### config.mk
export PLATFORM = sky130hd
export DESIGN_NAME = huffman_run_amplitude_decoder
export DESIGN_NICKNAME = d
export VERILOG_FILES = /design/src/design/hrad_pkg.sv /design/src/design/hrad_sym_mem.sv /design/src/design/hrad_search.sv /design/src/design/huffman_run_amplitude_decoder.sv
export SDC_FILE = /design/constraint.sdc
export NUM_CORES = 2
export LEC_CHECK = 0
export BUFFER_PORTS_ARGS = -buffer_cell sky130_fd_sc_hd__buf_2
export CAP_MARGIN = 5
export CORE_MARGIN = 2
export CORE_UTILIZATION = 50
export CTS_BUF_LIST = sky130_fd_sc_hd__clkbuf_16
export CTS_CLUSTER_DIAMETER = 60
export DETAILED_ROUTE_END_ITERATION = 10
export PLACE_DENSITY = 0.65
export SETUP_SLACK_MARGIN = 0.05
export SYNTH_ARGS = -nofsm -noshare
export SYNTH_HDL_FRONTEND = slang
export SYNTH_HIERARCHICAL = 1
export SYNTH_SLANG_ARGS = --single-unit
### constraint.sdc
create_clock -name clk_i -period 7.5 [get_ports clk_i]
set_clock_uncertainty 0.05 [all_clocks]
set_input_delay 0.375 -clock clk_i [delete_from_list [all_inputs] [get_ports clk_i]]
set_output_delay 0.375 -clock clk_i [all_outputs]
set_load 0.02 [all_outputs]
### src/design/hrad_pkg.sv
// Shared types and constants for the Huffman run/amplitude decoder.
package hrad_pkg;

  // Width of code lengths and of the count_entries register.
  localparam int unsigned LEN_W = 5;

  // Reset value of count_entries.
  localparam logic [LEN_W-1:0] CFG_RESET = 5'd17;

  // Item opcodes.
  typedef enum logic [1:0] {
    OP_COUNT  = 2'd0,
    OP_SYMBOL = 2'd1,
    OP_BIT    = 2'd2,
    OP_NONE   = 2'd3
  } op_e;

  // Symbol lookup request from the code search to the symbol stage.
  typedef struct packed {
    logic issue;
    logic no_match;
  } lookup_t;

endpackage

### src/design/hrad_sym_mem.sv
// Symbol table: one write port, one registered read port.
module hrad_sym_mem #(
  parameter int unsigned ENTRIES = 256
) (
  input  logic                       clk_i,
  input  logic                       we_i,
  input  logic [$clog2(ENTRIES)-1:0] waddr_i,
  input  logic [7:0]                 wdata_i,
  input  logic                       re_i,
  input  logic [$clog2(ENTRIES)-1:0] raddr_i,
  output logic [7:0]                 rdata_o
);

  logic [7:0] mem_q [ENTRIES];
  logic [7:0] rdata_q;

  always_ff @(posedge clk_i) begin
    if (we_i) begin
      mem_q[waddr_i] <= wdata_i;
    end
  end

  // Hold the read data until the next read.
  always_ff @(posedge clk_i) begin
    if (re_i) begin
      rdata_q <= mem_q[raddr_i];
    end
  end

  assign rdata_o = rdata_q;

endmodule

### src/design/hrad_search.sv
// Canonical code search: count table and the per-length code registers.
module hrad_search #(
  parameter int unsigned MAX_CODE_LEN   = 16,
  parameter int unsigned SYMBOL_ENTRIES = 256
) (
  input  logic                              clk_i,
  input  logic                              rst_ni,
  input  logic                              cnt_we_i,
  input  logic [7:0]                        cnt_idx_i,
  input  logic [7:0]                        cnt_val_i,
  input  logic                              step_i,
  input  logic                              bit_i,
  input  logic [hrad_pkg::LEN_W-1:0]        count_entries_i,
  output hrad_pkg::lookup_t                 lookup_o,
  output logic [$clog2(SYMBOL_ENTRIES)-1:0] addr_o
);

  localparam int unsigned CntAw = (MAX_CODE_LEN + 1 > 1) ? $clog2(MAX_CODE_LEN + 1) : 1;
  localparam int unsigned SymAw = $clog2(SYMBOL_ENTRIES);
  localparam logic [hrad_pkg::LEN_W-1:0] MaxLim = hrad_pkg::LEN_W'(MAX_CODE_LEN + 1);
  localparam logic [hrad_pkg::LEN_W-1:0] MinLim = hrad_pkg::LEN_W'(2);

  logic [7:0]                 cnt_q [MAX_CODE_LEN+1];
  logic [15:0]                code_q, code_d;
  logic [15:0]                first_q, first_d;
  logic [15:0]                base_q, base_d;
  logic [hrad_pkg::LEN_W-1:0] len_q, len_d;

  logic [hrad_pkg::LEN_W-1:0] lim, eff_len, next_len;
  logic [7:0]                 cnt;
  logic [15:0]                code_cur, first_sum;
  logic [16:0]                diff, addr_sum;
  logic                       hit, in_range, exhausted;

  always_ff @(posedge clk_i) begin
    if (cnt_we_i && (32'(cnt_idx_i) <= MAX_CODE_LEN)) begin
      cnt_q[cnt_idx_i[CntAw-1:0]] <= cnt_val_i;
    end
  end

  always_comb begin
    if (count_entries_i < MinLim) begin
      lim = MinLim;
    end else if (count_entries_i > MaxLim) begin
      lim = MaxLim;
    end else begin
      lim = count_entries_i;
    end

    if (len_q == '0 || len_q >= lim) begin
      eff_len = lim - hrad_pkg::LEN_W'(1);
    end else begin
      eff_len = len_q;
    end
    next_len = eff_len + hrad_pkg::LEN_W'(1);

    cnt       = cnt_q[eff_len[CntAw-1:0]];
    code_cur  = code_q | 16'(bit_i);
    diff      = {1'b0, code_cur} - {1'b0, first_q};
    hit       = !diff[16] && (diff[15:0] < 16'(cnt));
    addr_sum  = {1'b0, base_q} + {1'b0, diff[15:0]};
    in_range  = 32'(addr_sum) < SYMBOL_ENTRIES;
    exhausted = !hit && (next_len >= lim);
    first_sum = first_q + 16'(cnt);

    lookup_o.issue    = step_i && (hit || exhausted);
    lookup_o.no_match = !(hit && in_range);
    addr_o            = (hit && in_range) ? addr_sum[SymAw-1:0] : '0;

    code_d  = code_q;
    first_d = first_q;
    base_d  = base_q;
    len_d   = len_q;
    if (step_i) begin
      if (hit || exhausted) begin
        // Restart the code for the next symbol.
        code_d  = '0;
        first_d = '0;
        base_d  = '0;
        len_d   = hrad_pkg::LEN_W'(1);
      end else begin
        code_d  = {code_cur[14:0], 1'b0};
        first_d = {first_sum[14:0], 1'b0};
        base_d  = base_q + 16'(cnt);
        len_d   = next_len;
      end
    end
  end

  always_ff @(posedge clk_i or negedge rst_ni) begin
    if (!rst_ni) begin
      code_q  <= '0;
      first_q <= '0;
      base_q  <= '0;
      len_q   <= hrad_pkg::LEN_W'(1);
    end else begin
      code_q  <= code_d;
      first_q <= first_d;
      base_q  <= base_d;
      len_q   <= len_d;
    end
  end

endmodule

### src/design/huffman_run_amplitude_decoder.sv
// Top level of the bit-serial Huffman run/amplitude decoder.
//
//   channel  direction  handshake                payload
//   in       sink       in_valid_i / in_stall_o  in_op_i, in_index_i, in_value_i, in_bit_req_i
//   out      source     out_valid_o / out_stall_i out_zero_run_o, out_amplitude_o, out_no_match_o
//   cfg      sink       cfg_we_i                 cfg_wdata_i (count_entries)
//
// One beat per cycle while in_stall_o is low. A code bit that completes a symbol stalls
// the input while the symbol memory read returns; each amplitude bit takes one beat.
// Reset restores count_entries to 17 and restarts decoding; the tables keep no reset.
// The input stalls while a finished result waits in the output register under a stall.
module huffman_run_amplitude_decoder #(
  parameter int unsigned MAX_CODE_LEN   = 16,
  parameter int unsigned SYMBOL_ENTRIES = 256
) (
  input  logic                       clk_i,
  input  logic                       rst_ni,
  input  logic                       in_valid_i,
  output logic                       in_stall_o,
  input  logic [1:0]                 in_op_i,
  input  logic [7:0]                 in_index_i,
  input  logic [7:0]                 in_value_i,
  input  logic                       in_bit_req_i,
  output logic                       out_valid_o,
  input  logic                       out_stall_i,
  output logic [3:0]                 out_zero_run_o,
  output logic signed [15:0]         out_amplitude_o,
  output logic                       out_no_match_o,
  input  logic                       cfg_we_i,
  input  logic [hrad_pkg::LEN_W-1:0] cfg_wdata_i
);

  localparam int unsigned SymAw = $clog2(SYMBOL_ENTRIES);

  logic [hrad_pkg::LEN_W-1:0] cfg_q;

  logic                accept, op_count, op_symbol, op_bit, step, amp_step;
  hrad_pkg::op_e       op;
  hrad_pkg::lookup_t   lookup;
  logic [SymAw-1:0]    sym_addr;
  logic [7:0]          sym_rdata;

  logic        pend_q, pend_d;
  logic        pend_nm_q, pend_nm_d;
  logic        amp_q, amp_d;
  logic [7:0]  held_sym_q, held_sym_d;
  logic        held_nm_q, held_nm_d;
  logic [14:0] bits_q, bits_d;
  logic [3:0]  rem_q, rem_d;

  logic        out_valid_q, out_valid_d;
  logic [3:0]  zero_run_q, zero_run_d;
  logic [15:0] amp_out_q, amp_out_d;
  logic        nm_out_q, nm_out_d;

  logic        out_free, load_amp, load_sym, pend_done;
  logic [3:0]  size;
  logic [14:0] bits_next;
  logic [3:0]  rem_next;
  logic [15:0] raw, thr, span, amp_val;

  assign out_free   = !out_valid_q || !out_stall_i;
  assign in_stall_o = pend_q || (out_valid_q && out_stall_i);
  assign accept     = in_valid_i && !in_stall_o;
  assign op         = hrad_pkg::op_e'(in_op_i);

  always_comb begin
    op_count  = 1'b0;
    op_symbol = 1'b0;
    op_bit    = 1'b0;
    unique case (op)
      hrad_pkg::OP_COUNT:  op_count  = accept;
      hrad_pkg::OP_SYMBOL: op_symbol = accept;
      hrad_pkg::OP_BIT:    op_bit    = accept;
      hrad_pkg::OP_NONE:   op_bit    = 1'b0;
      default:             op_bit    = 1'b0;
    endcase
  end

  assign step     = op_bit && !amp_q;
  assign amp_step = op_bit && amp_q;

  always_ff @(posedge clk_i or negedge rst_ni) begin
    if (!rst_ni) begin
      cfg_q <= hrad_pkg::CFG_RESET;
    end else if (cfg_we_i) begin
      cfg_q <= cfg_wdata_i;
    end
  end

  hrad_search #(
    .MAX_CODE_LEN  (MAX_CODE_LEN),
    .SYMBOL_ENTRIES(SYMBOL_ENTRIES)
  ) u_search (
    .clk_i          (clk_i),
    .rst_ni         (rst_ni),
    .cnt_we_i       (op_count),
    .cnt_idx_i      (in_index_i),
    .cnt_val_i      (in_value_i),
    .step_i         (step),
    .bit_i          (in_bit_req_i),
    .count_entries_i(cfg_q),
    .lookup_o       (lookup),
    .addr_o         (sym_addr)
  );

  hrad_sym_mem #(
    .ENTRIES(SYMBOL_ENTRIES)
  ) u_sym_mem (
    .clk_i  (clk_i),
    .we_i   (op_symbol && (32'(in_index_i) < SYMBOL_ENTRIES)),
    .waddr_i(in_index_i[SymAw-1:0]),
    .wdata_i(in_value_i),
    .re_i   (lookup.issue),
    .raddr_i(sym_addr),
    .rdata_o(sym_rdata)
  );

  // Amplitude bit path and JPEG sign extension.
  always_comb begin
    size      = held_sym_q[3:0];
    bits_next = {bits_q[13:0], in_bit_req_i};
    rem_next  = rem_q - 4'd1;
    raw       = {1'b0, bits_next};
    thr       = 16'd1 << (size - 4'd1);
    span      = (16'd1 << size) - 16'd1;
    amp_val   = (raw < thr) ? (raw - span) : raw;
  end

  assign load_amp  = amp_step && (rem_next == 4'd0);
  assign load_sym  = pend_q && (sym_rdata[3:0] == 4'd0) && out_free;
  assign pend_done = pend_q && ((sym_rdata[3:0] != 4'd0) || out_free);

  always_comb begin
    pend_d     = pend_q;
    pend_nm_d  = pend_nm_q;
    amp_d      = amp_q;
    held_sym_d = held_sym_q;
    held_nm_d  = held_nm_q;
    bits_d     = bits_q;
    rem_d      = rem_q;

    if (lookup.issue) begin
      pend_d    = 1'b1;
      pend_nm_d = lookup.no_match;
    end else if (pend_done) begin
      pend_d = 1'b0;
    end

    // Symbol with a nonzero size: collect its amplitude bits next.
    if (pend_done && (sym_rdata[3:0] != 4'd0)) begin
      amp_d      = 1'b1;
      held_sym_d = sym_rdata;
      held_nm_d  = pend_nm_q;
      bits_d     = '0;
      rem_d      = sym_rdata[3:0];
    end

    if (amp_step) begin
      bits_d = bits_next;
      rem_d  = rem_next;
      if (rem_next == 4'd0) begin
        amp_d = 1'b0;
      end
    end
  end

  always_comb begin
    out_valid_d = out_valid_q;
    zero_run_d  = zero_run_q;
    amp_out_d   = amp_out_q;
    nm_out_d    = nm_out_q;
    priority if (load_amp) begin
      out_valid_d = 1'b1;
      zero_run_d  = held_sym_q[7:4];
      amp_out_d   = amp_val;
      nm_out_d    = held_nm_q;
    end else if (load_sym) begin
      out_valid_d = 1'b1;
      zero_run_d  = sym_rdata[7:4];
      amp_out_d   = '0;
      nm_out_d    = pend_nm_q;
    end else if (!out_stall_i) begin
      out_valid_d = 1'b0;
    end
  end

  always_ff @(posedge clk_i or negedge rst_ni) begin
    if (!rst_ni) begin
      pend_q      <= 1'b0;
      pend_nm_q   <= 1'b0;
      amp_q       <= 1'b0;
      held_sym_q  <= '0;
      held_nm_q   <= 1'b0;
      bits_q      <= '0;
      rem_q       <= '0;
      out_valid_q <= 1'b0;
    end else begin
      pend_q      <= pend_d;
      pend_nm_q   <= pend_nm_d;
      amp_q       <= amp_d;
      held_sym_q  <= held_sym_d;
      held_nm_q   <= held_nm_d;
      bits_q      <= bits_d;
      rem_q       <= rem_d;
      out_valid_q <= out_valid_d;
    end
  end

  always_ff @(posedge clk_i) begin
    zero_run_q <= zero_run_d;
    amp_out_q  <= amp_out_d;
    nm_out_q   <= nm_out_d;
  end

  assign out_valid_o     = out_valid_q;
  assign out_zero_run_o  = zero_run_q;
  assign out_amplitude_o = amp_out_q;
  assign out_no_match_o  = nm_out_q;

endmodule
==> out/qor.csv <==
metric,value,unit
outcome,"finished, violations left",
failing checks,setup timing,
met3 Usage GRT,4.889,%
RSZ-0062 raised after global routing,true,
vias per cell,6.197,
first-pass GRT wire length,349.6,mm
root buffer cell,clkbuf_16,
Initial DRC Count,5834,
Rel. slew slack,21.34,%
gate count after technology mapping,4990,
Core ar.,187200,um^2
fill cell count,13510,
P&R area growth vs syn,16.85,%
Layout Nets,5686,
slowest library cell on the worst path,dfstp_2,
Critical Path RT,8070,ps
routed wire length per instance,29.25,um
Die H,437.3,um
grt ovf,0,
Synth area leaders,"edfxtp_1, mux4_2, mux2i_1",
min cycle time layout,7694,ps
"EDFF count, synth",2213,
"area leader, netlist",edfxtp_1,
max-slew violations,0,
Synth async-reset ratio,3.783,%
HP Class,in -> reg,
DRC,0,
NetSw,8614,uW
switching part of the total,26.80,%
TritonCTS clock tree,built,
die area,191200,um^2
crit path capture type,flip-flop,
Cells after DPL,7694,
Synth Area per Inst,18.81,um^2
Synth top area share,70.79,%
Internal,23530,uW
r2r setup slk,-190,ps
Seq pwr share,44.7,%
Worst path max stage delay,580,ps
Final Hold Viols,0,
register area share after synthesis,73.11,%
Power Dens Cells,293.0,nW/um^2
initial antenna violation count,6,
Boundary Pins,52,
WP data arrival,8260,ps
Ys Warns,6,
worst setup margin,-194.4,ps
busiest grt layer,met2,
Leak,0.03523,uW
Final ANT Viol Nets,0,
"flops & latches, synth",2300,
max-cap violations,0,
largest net degree at the start of global routing,150,
drt first pass iters,7,
CTS max path bufs,3,
syn nets,5133,
total track usage,24.98,%
"Buf+Inv Stages, Crit Path",11,
Layout Utilization,58.60,%
Max Freq,0.1300,GHz
"Max FO, Critical Path",8,
CTS Buf Count,225,
VDD IR-drop max,0.0003159,V
FF+latch area,68630,um^2
GR Util met2,40.26,%
"Top FF cell, synth",edfxtp_1,
measured slew at the worst slew-check pin,1180,ps
"commonest non-fill, non-tap cell in the layout",edfxtp_1,
"commonest cells after routing, fill and taps aside","edfxtp_1, mux4_2, buf_4",
die width,437.3,um
Port Buffers,51,
HPWL Detailed,150.2,mm
total wire length,240.8,mm
Logic pwr share,20.5,%
period utilization,102.6,%
clock power share,34.8,%
CTS Sinks,2300,
setup violators final,8,
Non-Filler Instances,8234,
H-tree levels,4,
share of layout cells above drive strength 1,27.59,%
Multi-input gate area,24330,um^2
Final Wtd Congestion,0.8390,
placed cell area,99850,um^2
met1 Usage GRT,34.84,%
Worst-path clk slew,60,ps
Setup crit start kind,flip-flop,
WHS,33.57,ps
Worst-Skew Late Latency,870,ps
"Cell Area, Synth",93880,um^2
total number of vias,51020,
worst setup path class,reg -> reg,
starting density of the core,50.15,%
Rows,159,
cell area after layout,109700,um^2
Top Family by Delay on Critical Path,compound AO/OA/AOI/OAI gates,
vias in the first global route,50840,
"Distinct cells, synth",97,
==> power by group through the flow <==
stage	Combinational, uW	Clock, uW	Sequential, uW
floorplan	3990	0	14600
global placement	5490	0	14600
detailed placement	5570	0	14600
CTS	6080	11300	14400
global route	7180	11800	14400
finish	6590	11200	14400
==> worst paths after layout <==
path	cells after the start	to	start
worst max-delay path	36	u_sym_mem/rdata_o[6]	cfg_q[4]
worst min-delay path	1	u_sym_mem/mem_q[163][4]	in_value_i[4]
worst max register to register	36	u_sym_mem/rdata_o[6]	cfg_q[4]
worst min register to register	1	held_sym_q[6]	held_sym_q[6]
max in group asynchronous	4	u_search/first_q[10]	rst_ni
min in group asynchronous	3	cfg_q[0]	rst_ni
==> repair_timing <==
action                     CTS  global route
hold endpoints to repair   340            12
resized for setup          139            77
pin swaps                   41            27
hold buffers                20             2
setup endpoints to repair    8            69
gates cloned                11             7
buffers inserted            73            11
==> area by class of cell <==
| class | instances | area share, % |
|---|---|---|
| multi-input cells | 2349 | 22.18 |
| repair buffers | 610 | 5.493 |
| flip-flops and latches | 2300 | 62.57 |
| well taps | 2495 | 2.846 |
| diodes | 2 | 0.004562 |
| clock buffers | 228 | 5.201 |
| clock inverters | 193 | 1.515 |
| inverters | 57 | 0.1950 |
==> through the flow <==
step	setup slack [ps]	total power [uW]	setup TNS [ps]
final	-194.4	32150	-1096
after global routing	-539.0	33410	-3713
after CTS	-244.6	31790	-1733
after detailed placement	-728.4	20210	-4961
after global placement	-602.4	20120	-3825
after floorplan	93.91	18570	0
==> sequential cells by signal (all words and copies together), names as in the netlist, 14 cells and up <==
register and count:
u_sym_mem/mem_q 2048, u_search/cnt_q 136, out_amplitude_o 16, bits_q 14
u_search/code_q 15, u_search/first_q 15, u_search/base_q 16
==> routing by layer <==
| metal | part of all wire (%) | vias up |
|---|---|---|
| li1 | - | 21530 |
| met1 | 40 | 26850 |
| met2 | 49 | 2218 |
| met3 | 8.3 | 419 |
| met4 | 2.9 | 4 |
| met5 | 0.013 | - |
==> cell usage after synthesis (10+ instances only) <==
| master | count |
|---|---|
| o21ai_0 | 49 |
| a22o_1 | 12 |
| nand3_1 | 81 |
| ha_1 | 109 |
| buf_6 | 23 |
| o211ai_1 | 22 |
| nor3_1 | 37 |
| inv_1 | 55 |
| o221ai_1 | 46 |
| mux2_2 | 10 |
| nand2b_1 | 17 |
| nor4_1 | 29 |
| a21oi_1 | 151 |
| a22oi_1 | 141 |
| nand2_1 | 157 |
| dfrtp_1 | 84 |
| a21o_1 | 19 |
| xnor2_1 | 39 |
| buf_8 | 14 |
| o22ai_1 | 43 |
| nor2_1 | 345 |
| mux2_1 | 10 |
| buf_4 | 38 |
| clkbuf_1 | 138 |
| and2_1 | 20 |
| mux4_2 | 455 |
| buf_2 | 40 |
| a221oi_1 | 15 |
| nand4_1 | 21 |
| buf_1 | 24 |
| a211oi_1 | 32 |
| o21a_1 | 14 |
| edfxtp_1 | 2213 |
| mux2i_1 | 248 |
| xor2_1 | 13 |
| o2bb2ai_1 | 22 |
| nor2b_1 | 45 |
==> cells by family after synthesis <==
family | Yosys count | share of synthesized area [%]
DFF | 2300 | 73.11
AOI/OAI and AO/OA | 654 | 4.937
xor gates and xnor gates | 52 | 0.4851
and+or+nand+nor | 802 | 3.974
buffers and inverters | 342 | 2.063
muxes | 726 | 13.87
adders and majority gates | 114 | 1.559
Power figures use the tool's default switching activity.
